===== src/hdl/tsp_pkg.sv =====
// Shared types and constants for the trapezoidal speed profile block.
package tsp_pkg;

  // Configuration register indexes
  localparam logic [2:0] REG_TARGET_POSITION = 3'd0;
  localparam logic [2:0] REG_MAX_SPEED       = 3'd1;
  localparam logic [2:0] REG_SPEED_STEP      = 3'd2;
  localparam logic [2:0] REG_ACCEL_RATE      = 3'd3;
  localparam logic [2:0] REG_TICK_PERIOD     = 3'd4;

  // Reset values of registers and state
  localparam logic signed [31:0] TARGET_RST = 32'sd655360;
  localparam logic [23:0]        MAX_RST    = 24'd327680;
  localparam logic [23:0]        STEP_RST   = 24'd1638;
  localparam logic [23:0]        ACCEL_RST  = 24'd163840;
  localparam logic [15:0]        TICK_RST   = 16'd655;
  localparam logic signed [31:0] POS_RST    = 32'sd655360;

  // Shared multiplier operand and product widths
  localparam int MA_W = 26;
  localparam int MB_W = 18;
  localparam int MP_W = MA_W + MB_W;

  // Width of the braking test accumulators
  localparam int LW = 60;

  typedef struct packed {
    logic signed [31:0] target_position;
    logic [23:0]        max_speed;
    logic [23:0]        speed_step;
    logic [23:0]        accel_rate;
    logic [15:0]        tick_period;
  } cfg_t;

  typedef struct packed {
    logic signed [24:0] speed_command;
    logic               motor_select;
  } res_t;

  typedef enum logic [3:0] {
    ST_IDLE,
    ST_L0,
    ST_L1,
    ST_R0,
    ST_R1,
    ST_RSUM,
    ST_CMP,
    ST_INC,
    ST_POS,
    ST_DONE
  } st_t;

endpackage


===== src/hdl/tsp_mul.sv =====
// Shared signed multiplier with registered product.
module tsp_mul (
  input  logic                          clk,
  input  logic signed [tsp_pkg::MA_W-1:0] op_a,
  input  logic signed [tsp_pkg::MB_W-1:0] op_b,
  output logic signed [tsp_pkg::MP_W-1:0] prod_r
);
  import tsp_pkg::*;

  logic signed [MP_W-1:0] prod_nxt;

  assign prod_nxt = MP_W'(op_a) * MP_W'(op_b);

  always_ff @(posedge clk) begin
    prod_r <= prod_nxt;
  end

endmodule


===== src/hdl/tsp_core.sv =====
// Sequencer and datapath: braking test, speed update and position integration.
module tsp_core (
  input  logic          clk,
  input  logic          rst_n,
  input  tsp_pkg::cfg_t cfg,
  input  logic          start,
  input  logic          button,
  output logic          idle,
  output logic          res_valid,
  input  logic          res_ready,
  output tsp_pkg::res_t res
);
  import tsp_pkg::*;

  st_t state_r, state_nxt;

  logic signed [31:0]  pos_r, pos_nxt;
  logic [23:0]         prev_r, prev_nxt;
  logic                dir_r, dir_nxt;
  logic                motor_r, motor_nxt;
  logic signed [32:0]  dist_r, dist_nxt;
  logic signed [LW-1:0] lhs_r, lhs_nxt;
  logic signed [LW-1:0] rhs_r, rhs_nxt;
  logic [23:0]         speed_r, speed_nxt;

  logic signed [MA_W-1:0] op_a;
  logic signed [MB_W-1:0] op_b;
  logic signed [MP_W-1:0] prod_r;

  logic signed [31:0]  pos_base;
  logic [24:0]         sum_up;
  logic [24:0]         speed_pair;
  logic [41:0]         rnd;
  logic [24:0]         inc;
  logic signed [32:0]  pos_sum;
  logic                brake;

  tsp_mul u_mul (
    .clk    (clk),
    .op_a   (op_a),
    .op_b   (op_b),
    .prod_r (prod_r)
  );

  assign pos_base   = button ? 32'sd0 : pos_r;
  assign sum_up     = {1'b0, prev_r} + {1'b0, cfg.speed_step};
  assign speed_pair = {1'b0, speed_r} + {1'b0, prev_r};
  assign brake      = $signed({lhs_r[LW-2:0], 1'b0}) <= rhs_r;
  // Round half up, Q16.16 increment from Q8.16 x Q0.16 over two
  assign rnd        = {1'b0, prod_r[40:0]} + 42'h10000;
  assign inc        = rnd[41:17];
  assign pos_sum    = {pos_r[31], pos_r} + {8'b0, inc};

  assign idle      = (state_r == ST_IDLE);
  assign res_valid = (state_r == ST_DONE);
  assign res.speed_command = dir_r ? -$signed({1'b0, speed_r}) : $signed({1'b0, speed_r});
  assign res.motor_select  = motor_r;

  always_ff @(posedge clk) begin
    if (!rst_n) begin
      state_r <= ST_IDLE;
      pos_r   <= POS_RST;
      prev_r  <= '0;
      dir_r   <= 1'b0;
      motor_r <= 1'b0;
    end else begin
      state_r <= state_nxt;
      pos_r   <= pos_nxt;
      prev_r  <= prev_nxt;
      dir_r   <= dir_nxt;
      motor_r <= motor_nxt;
    end
  end

  always_ff @(posedge clk) begin
    dist_r  <= dist_nxt;
    lhs_r   <= lhs_nxt;
    rhs_r   <= rhs_nxt;
    speed_r <= speed_nxt;
  end

  always_comb begin
    state_nxt = state_r;
    pos_nxt   = pos_r;
    prev_nxt  = prev_r;
    dir_nxt   = dir_r;
    motor_nxt = motor_r;
    dist_nxt  = dist_r;
    lhs_nxt   = lhs_r;
    rhs_nxt   = rhs_r;
    speed_nxt = speed_r;
    op_a      = '0;
    op_b      = '0;
    case (state_r)
      ST_IDLE: begin
        if (start) begin
          // Button: flip sign, swap motor on positive-to-negative, clear position
          if (button) begin
            dir_nxt = ~dir_r;
            pos_nxt = 32'sd0;
            if (!dir_r) begin
              motor_nxt = ~motor_r;
            end
          end
          dist_nxt  = {cfg.target_position[31], cfg.target_position}
                    - {pos_base[31], pos_base};
          state_nxt = ST_L0;
        end
      end
      ST_L0: begin
        op_a      = {2'b0, cfg.accel_rate};
        op_b      = {2'b0, dist_r[15:0]};
        state_nxt = ST_L1;
      end
      ST_L1: begin
        op_a      = {2'b0, cfg.accel_rate};
        op_b      = {dist_r[32], dist_r[32:16]};
        lhs_nxt   = LW'(prod_r);
        state_nxt = ST_R0;
      end
      ST_R0: begin
        op_a      = {2'b0, prev_r};
        op_b      = {2'b0, prev_r[15:0]};
        lhs_nxt   = lhs_r + (LW'(prod_r) <<< 16);
        state_nxt = ST_R1;
      end
      ST_R1: begin
        op_a      = {2'b0, prev_r};
        op_b      = {10'b0, prev_r[23:16]};
        rhs_nxt   = LW'(prod_r);
        state_nxt = ST_RSUM;
      end
      ST_RSUM: begin
        rhs_nxt   = rhs_r + (LW'(prod_r) <<< 16);
        state_nxt = ST_CMP;
      end
      ST_CMP: begin
        if (brake) begin
          speed_nxt = (prev_r > cfg.speed_step) ? prev_r - cfg.speed_step : 24'd0;
        end else begin
          speed_nxt = (sum_up > {1'b0, cfg.max_speed}) ? cfg.max_speed : sum_up[23:0];
        end
        state_nxt = ST_INC;
      end
      ST_INC: begin
        op_a      = {1'b0, speed_pair};
        op_b      = {2'b0, cfg.tick_period};
        state_nxt = ST_POS;
      end
      ST_POS: begin
        // Saturate at the positive limit; increment is never negative
        pos_nxt   = (!pos_sum[32] && pos_sum[31]) ? 32'sh7fffffff : pos_sum[31:0];
        prev_nxt  = speed_r;
        state_nxt = ST_DONE;
      end
      ST_DONE: begin
        if (res_ready) begin
          state_nxt = ST_IDLE;
        end
      end
      default: begin
        state_nxt = ST_IDLE;
      end
    endcase
  end

endmodule


===== src/hdl/trapezoidal_speed_profile.sv =====
// Top level: configuration registers, stream channels and output register.
//
// Usage: each word on the in_ channel is one control tick; in_tdata[0] flags
// a button press seen during that tick. Each tick yields exactly one word on
// the out_ channel: the signed Q8.16 speed command in out_tdata[24:0] and the
// motor select in out_tuser[0].
// Configuration registers are written through cfg_valid/cfg_index/cfg_data;
// cfg_ready is always high, and indexes past the last register are dropped.
// After acceptance the sequencer steps through L0, L1, R0, R1, RSUM, CMP,
// INC, POS and DONE. One shared 26x18 multiplier carries the
// braking-distance product, the speed square and the position increment in
// turn; in_tready stays low until the sequencer is back in idle, so a new
// tick is taken only after the previous result has left the sequencer.
// Reset (rst_n low, synchronous): registers take their defaults, position is
// 10.0, speed is zero, direction positive, motor 0, no output word pending.
// Receiver stall: the output register holds the word; the sequencer may take
// the next tick and waits with its result until the register is free.
module trapezoidal_speed_profile (
  input  logic        clk,
  input  logic        rst_n,
  // in_tdata: [0] button_event
  input  logic        in_tvalid,
  output logic        in_tready,
  input  logic [7:0]  in_tdata,
  // out_tdata: [24:0] speed_command
  output logic        out_tvalid,
  input  logic        out_tready,
  output logic [31:0] out_tdata,
  // out_tuser: [0] motor_select
  output logic [0:0]  out_tuser,
  input  logic        cfg_valid,
  output logic        cfg_ready,
  input  logic [2:0]  cfg_index,
  input  logic [31:0] cfg_data
);
  import tsp_pkg::*;

  cfg_t cfg_r, cfg_nxt;
  res_t res;
  res_t out_r;
  logic out_valid_r, out_valid_nxt;
  logic core_idle, res_valid, res_ready;

  assign cfg_ready = 1'b1;
  assign in_tready = core_idle;
  assign res_ready = !out_valid_r || out_tready;

  tsp_core u_core (
    .clk       (clk),
    .rst_n     (rst_n),
    .cfg       (cfg_r),
    .start     (in_tvalid && core_idle),
    .button    (in_tdata[0]),
    .idle      (core_idle),
    .res_valid (res_valid),
    .res_ready (res_ready),
    .res       (res)
  );

  always_comb begin
    cfg_nxt = cfg_r;
    if (cfg_valid) begin
      case (cfg_index)
        REG_TARGET_POSITION: cfg_nxt.target_position = cfg_data;
        REG_MAX_SPEED:       cfg_nxt.max_speed       = cfg_data[23:0];
        REG_SPEED_STEP:      cfg_nxt.speed_step      = cfg_data[23:0];
        REG_ACCEL_RATE:      cfg_nxt.accel_rate      = cfg_data[23:0];
        REG_TICK_PERIOD:     cfg_nxt.tick_period     = cfg_data[15:0];
        default:             cfg_nxt = cfg_r;
      endcase
    end
  end

  always_comb begin
    out_valid_nxt = out_valid_r;
    if (res_valid && res_ready) begin
      out_valid_nxt = 1'b1;
    end else if (out_tready) begin
      out_valid_nxt = 1'b0;
    end
  end

  always_ff @(posedge clk) begin
    if (!rst_n) begin
      cfg_r.target_position <= TARGET_RST;
      cfg_r.max_speed       <= MAX_RST;
      cfg_r.speed_step      <= STEP_RST;
      cfg_r.accel_rate      <= ACCEL_RST;
      cfg_r.tick_period     <= TICK_RST;
      out_valid_r           <= 1'b0;
    end else begin
      cfg_r       <= cfg_nxt;
      out_valid_r <= out_valid_nxt;
    end
  end

  // Load the result word whenever the slot is free or being emptied
  always_ff @(posedge clk) begin
    if (res_valid && res_ready) begin
      out_r <= res;
    end
  end

  assign out_tvalid = out_valid_r;
  assign out_tdata  = {7'b0, out_r.speed_command};
  assign out_tuser  = out_r.motor_select;

endmodule

===== config.mk =====
export PLATFORM = sky130hd
export DESIGN_NAME = trapezoidal_speed_profile
export DESIGN_NICKNAME = d
export VERILOG_FILES = /design/src/hdl/tsp_pkg.sv /design/src/hdl/tsp_mul.sv /design/src/hdl/tsp_core.sv /design/src/hdl/trapezoidal_speed_profile.sv
export SDC_FILE = /design/constraint.sdc
export NUM_CORES = 2
export LEC_CHECK = 0
export BUFFER_PORTS_ARGS = -buffer_cell sky130_fd_sc_hd__buf_2
export CORE_UTILIZATION = 45
export CTS_BUF_LIST = sky130_fd_sc_hd__clkbuf_16
export DETAILED_ROUTE_END_ITERATION = 12
export SETUP_SLACK_MARGIN = 0.3
export SLEW_MARGIN = 20
export SYNTH_ARGS = -nofsm -noshare
export SYNTH_HDL_FRONTEND = slang
export SYNTH_HIERARCHICAL = 1
export SYNTH_SLANG_ARGS = --single-unit
export TNS_END_PERCENT = 10

===== constraint.sdc =====
create_clock -name clk -period 19.4 [get_ports clk]
set_input_delay 3.88 -clock clk [delete_from_list [all_inputs] [get_ports clk]]
set_output_delay 3.88 -clock clk [all_outputs]
set_load 0.005 [all_outputs]

==> run_summary.xml <==
<?xml version="1.0" encoding="UTF-8"?>
<metrics>
  <group name="final_layout">
    <metric name="post_layout_nonfiller_instances" unit="">6619</metric>
    <metric name="area_growth" unit="%">7.41</metric>
    <metric name="layout-drive-gt1-share" unit="%">5.58</metric>
    <metric name="finalInstanceArea" unit="µm²">50300</metric>
    <metric name="final_net_count" unit="">6129</metric>
  </group>
  <group name="timing">
    <metric name="finalHoldWorstSlack" unit="ps">457</metric>
    <metric name="layout_min_cycle_time" unit="ps">9830</metric>
    <metric name="fin_skew" unit="ps">31.3</metric>
    <metric name="finalHoldViolations" unit="">0</metric>
    <metric name="final_critical_path_setup_slack" unit="ps">9570</metric>
    <metric name="worstMarginPinSlew" unit="ps">1170</metric>
    <metric name="tns" unit="ps">0</metric>
    <metric name="max_slew_margin" unit="%">22.0</metric>
    <metric name="timing.final.max_slew_violations" unit="">0</metric>
    <metric name="setup_viol_count_final" unit="">0</metric>
    <metric name="max_freq" unit="GHz">0.102</metric>
    <metric name="post-route-period-util" unit="%">50.7</metric>
    <metric name="rsz0062_at_grt" unit="">false</metric>
  </group>
  <group name="floorplan">
    <metric name="design.core.area" unit="µm²">102000</metric>
    <metric name="die-width" unit="µm">325</metric>
    <metric name="die_area" unit="µm²">105000</metric>
    <metric name="dieHeight" unit="µm">325</metric>
    <metric name="num_io_pins" unit="">84</metric>
    <metric name="initial_standard_cell_utilization_of_the_core" unit="%">45.7</metric>
    <metric name="core.rowCount" unit="">117</metric>
  </group>
  <group name="placement">
    <metric name="post-place-cells" unit="">6527</metric>
    <metric name="gp_routability_congestion" unit="">0.931</metric>
    <metric name="port_buffers" unit="">68</metric>
    <metric name="dp_worst_setup_slack" unit="ps">9760</metric>
    <metric name="dpl_cell_area" unit="µm²">48600</metric>
    <metric name="detailedPlacementHpwl" unit="µm">102000</metric>
  </group>
  <group name="setup_path">
    <metric name="timing.critical_path.fanout_max" unit="">53</metric>
    <metric name="timing.critical_path.required" unit="ps">19830</metric>
    <metric name="worst_path_most_repeated_cell" unit="">sky130_fd_sc_hd__fa_1</metric>
    <metric name="worst_ep_arrival_time" unit="ps">10270</metric>
    <metric name="slowest_delay" unit="ps">750</metric>
    <metric name="worst-setup-path-type" unit="">register to register</metric>
    <metric name="critPathLaunchType" unit="">register</metric>
    <metric name="cpMaxStageDelayCell" unit="">sky130_fd_sc_hd__nand2b_1</metric>
    <metric name="critical_path.endpoint_type" unit="">register</metric>
  </group>
  <group name="clock_tree">
    <metric name="clock-sinks" unit="">429</metric>
    <metric name="postCtsSetupRepairBufs" unit="">0</metric>
    <metric name="ctsHtreeMaxLevel" unit="">2</metric>
    <metric name="cts.hold.buffers_added" unit="">0</metric>
    <metric name="tritoncts.num_buffers" unit="">48</metric>
    <metric name="clock_insertion_delay_worst_skew" unit="ps">620</metric>
    <metric name="tritoncts" unit="">yes</metric>
    <metric name="cts_root_buf" unit="">sky130_fd_sc_hd__clkbuf_16</metric>
    <metric name="clock_tree.buffer_depth" unit="">3</metric>
    <metric name="clk_pin_slew" unit="ps">70</metric>
    <metric name="post_cts.resized_instances" unit="">0</metric>
  </group>
  <group name="global_routing">
    <metric name="grt_pass1_wl" unit="µm">208000</metric>
    <metric name="grt_use_total" unit="%">25.3</metric>
    <metric name="initial_antenna_violation_count" unit="">4</metric>
    <metric name="grt.overflow.total" unit="">0</metric>
    <metric name="first_global_vias" unit="">36200</metric>
    <metric name="grt_max_degree" unit="">85</metric>
  </group>
  <group name="routing">
    <metric name="wire_per_inst" unit="µm">20.4</metric>
    <metric name="detailroute.via_count" unit="">36900</metric>
    <metric name="drt_first_iter_violations" unit="">2813</metric>
    <metric name="post-route-drc-count" unit="">0</metric>
    <metric name="dr.pass1.iters" unit="">7</metric>
    <metric name="viasPerCell" unit="">5.57</metric>
    <metric name="drt_wl_total" unit="µm">135000</metric>
    <metric name="antenna_left" unit="">0</metric>
  </group>
  <group name="logic_synthesis">
    <metric name="async_reset_ff_share" unit="%">0</metric>
    <metric name="postSynthCellCount" unit="">5250</metric>
    <metric name="synth_cell_type_count" unit="">109</metric>
    <metric name="avgSynthCellArea" unit="µm²">8.92</metric>
    <metric name="synth_edf_count" unit="">202</metric>
    <metric name="yosys_warnings" unit="">6</metric>
    <metric name="synth.cell_area" unit="µm²">46800</metric>
    <metric name="synth.ff_latch_count" unit="">429</metric>
    <metric name="synth_top_flop_cell" unit="">sky130_fd_sc_hd__dfxtp_1</metric>
    <metric name="ys_seq_area_share" unit="%">22.7</metric>
  </group>
  <group name="hold_path">
    <metric name="hold_path.class" unit="">register to register</metric>
  </group>
  <group name="run_status">
    <metric name="outcome" unit="">completed</metric>
  </group>
  <group name="power">
    <metric name="power_per_cell_area" unit="nW/µm²">128</metric>
    <metric name="ir_drop" unit="V">0.000196</metric>
    <metric name="leakage_power" unit="nW">22.8</metric>
  </group>
  <group name="flow_run">
    <metric name="max_capacitance_violation_total" unit="">0</metric>
  </group>
</metrics>
[state kept, by name, summed over array words and instances, names as in the netlist]
name and flops:
u_core/lhs_r 59, u_core/motor_r 1, u_core/u_mul/prod_r 44, u_core/state_r 4, u_core/dist_r 33, out_tdata 25, u_core/rhs_r 60, u_core/dir_r 1
u_core/prev_r 24, cfg_r 120, u_core/speed_r 24, u_core/pos_r 32, out_tuser 1, out_tvalid 1
[power by group]
group	internal, mW	switching (mW)
combinational	1.50	2.53
sequential	1.19	0.218
clock	0.576	0.410
[worst paths after layout]
kind | start | slack, ps | cells past startpoint | end
max | u_core/state_r[3] | 9570 | 28 | u_core/u_mul/prod_r[43]
min | u_core/motor_r | 460 | 0 | out_tuser
max reg2reg | u_core/state_r[3] | 9570 | 28 | u_core/u_mul/prod_r[43]
min reg2reg | u_core/motor_r | 460 | 0 | out_tuser
[Yosys cell counts (191+ instances only)]
cell type	number	share of area, %
sky130_fd_sc_hd__xnor2_1	196	3.7
sky130_fd_sc_hd__fa_1	464	20
sky130_fd_sc_hd__o21ai_0	218	2.3
sky130_fd_sc_hd__nand2_1	640	5.1
sky130_fd_sc_hd__nor2_1	192	1.5
sky130_fd_sc_hd__inv_1	727	5.8
sky130_fd_sc_hd__ha_1	408	11
sky130_fd_sc_hd__edfxtp_1	202	13
sky130_fd_sc_hd__a21oi_1	276	3.0
sky130_fd_sc_hd__dfxtp_1	227	9.7
sky130_fd_sc_hd__clkbuf_1	191	1.5
sky130_fd_sc_hd__and2_1	227	3.0
[per-layer routing]
| layer | vias to the layer above | global-route usage (%) | wire length (µm) |
|---|---|---|---|
| met5 | - | 0 | 0 |
| met3 | 208 | 2.19 | 6530 |
| met4 | 0 | 7.63 | 4060 |
| met1 | 18200 | 34.8 | 61300 |
| met2 | 1002 | 42.2 | 63100 |
| li1 | 17500 | - | - |
[kinds of logic after synthesis]
logic type / synth area share, %
and+or+nand+nor: 16.0
AOI/OAI and AO/OA: 14.3
buffers and inverters: 7.98
adders and majority gates: 30.7
DFF: 22.7
xor gates and xnor gates: 4.92
muxes: 3.39
other: 0.0241
[cells in the final DEF, fill, tap and decap left out, types with 17 or more instances in the layout]
cell,netlist,layout
sky130_fd_sc_hd__dfxtp_1,227,226
sky130_fd_sc_hd__nand2_1,640,638
sky130_fd_sc_hd__nor2_1,192,191
sky130_fd_sc_hd__nand3_1,75,75
sky130_fd_sc_hd__a22oi_1,41,41
sky130_fd_sc_hd__a211oi_1,35,35
sky130_fd_sc_hd__xor2_1,67,67
sky130_fd_sc_hd__inv_1,727,736
sky130_fd_sc_hd__nor4_1,19,19
sky130_fd_sc_hd__o211ai_1,26,26
sky130_fd_sc_hd__a21o_1,101,101
sky130_fd_sc_hd__o22ai_1,26,26
sky130_fd_sc_hd__a21oi_1,276,275
sky130_fd_sc_hd__nor3_1,65,64
sky130_fd_sc_hd__mux2i_1,155,155
sky130_fd_sc_hd__edfxtp_1,202,202
sky130_fd_sc_hd__o21a_1,37,37
sky130_fd_sc_hd__o21bai_1,45,45
sky130_fd_sc_hd__buf_4,16,64
sky130_fd_sc_hd__o21ai_0,218,185
sky130_fd_sc_hd__nand2b_1,69,69
sky130_fd_sc_hd__nand4_1,49,49
sky130_fd_sc_hd__buf_2,19,67
sky130_fd_sc_hd__o31ai_1,33,32
sky130_fd_sc_hd__and2_1,227,227
sky130_fd_sc_hd__a31oi_1,23,23
sky130_fd_sc_hd__o21ai_1,28,45
sky130_fd_sc_hd__xnor2_1,196,196
sky130_fd_sc_hd__and3_1,34,34
sky130_fd_sc_hd__nor2b_1,70,69
sky130_fd_sc_hd__fa_1,464,464
sky130_fd_sc_hd__ha_1,408,408
sky130_fd_sc_hd__conb_1,3,17
sky130_fd_sc_hd__clkbuf_16,0,55
sky130_fd_sc_hd__a311oi_1,20,20
[layout make-up]
class / count / area, µm²
clock inverters: 35 / 315
flip-flops and latches: 429 / 10600
multi-input cells: 3870 / 32700
diodes: 2 / 5.00
fillers: 9832 / 52200
well taps: 1368 / 1710
repair buffers: 131 / 816
clock buffers: 55 / 1380
inverters: 729 / 2740
[stage by stage]
stage	util, %	power (mW)
floorplan	-	4.10
global placement	47.4	5.30
detailed placement	47.4	5.35
CTS	49.1	6.36
global route	49.1	6.87
finish	49.1	6.42
[worst max-delay path, delay by kind of cell, from the launching register on]
kind / cells / cell delay (ps)
adder cells (fa/ha/maj): 7 / 3310
AND/OR/NAND/NOR: 7 / 2420
AO/OA/AOI/OAI: 6 / 1650
buffers and inverters: 7 / 1130
flip-flops: 1 / 590
XOR/XNOR: 1 / 520
Power figures use the tool's default switching activity.
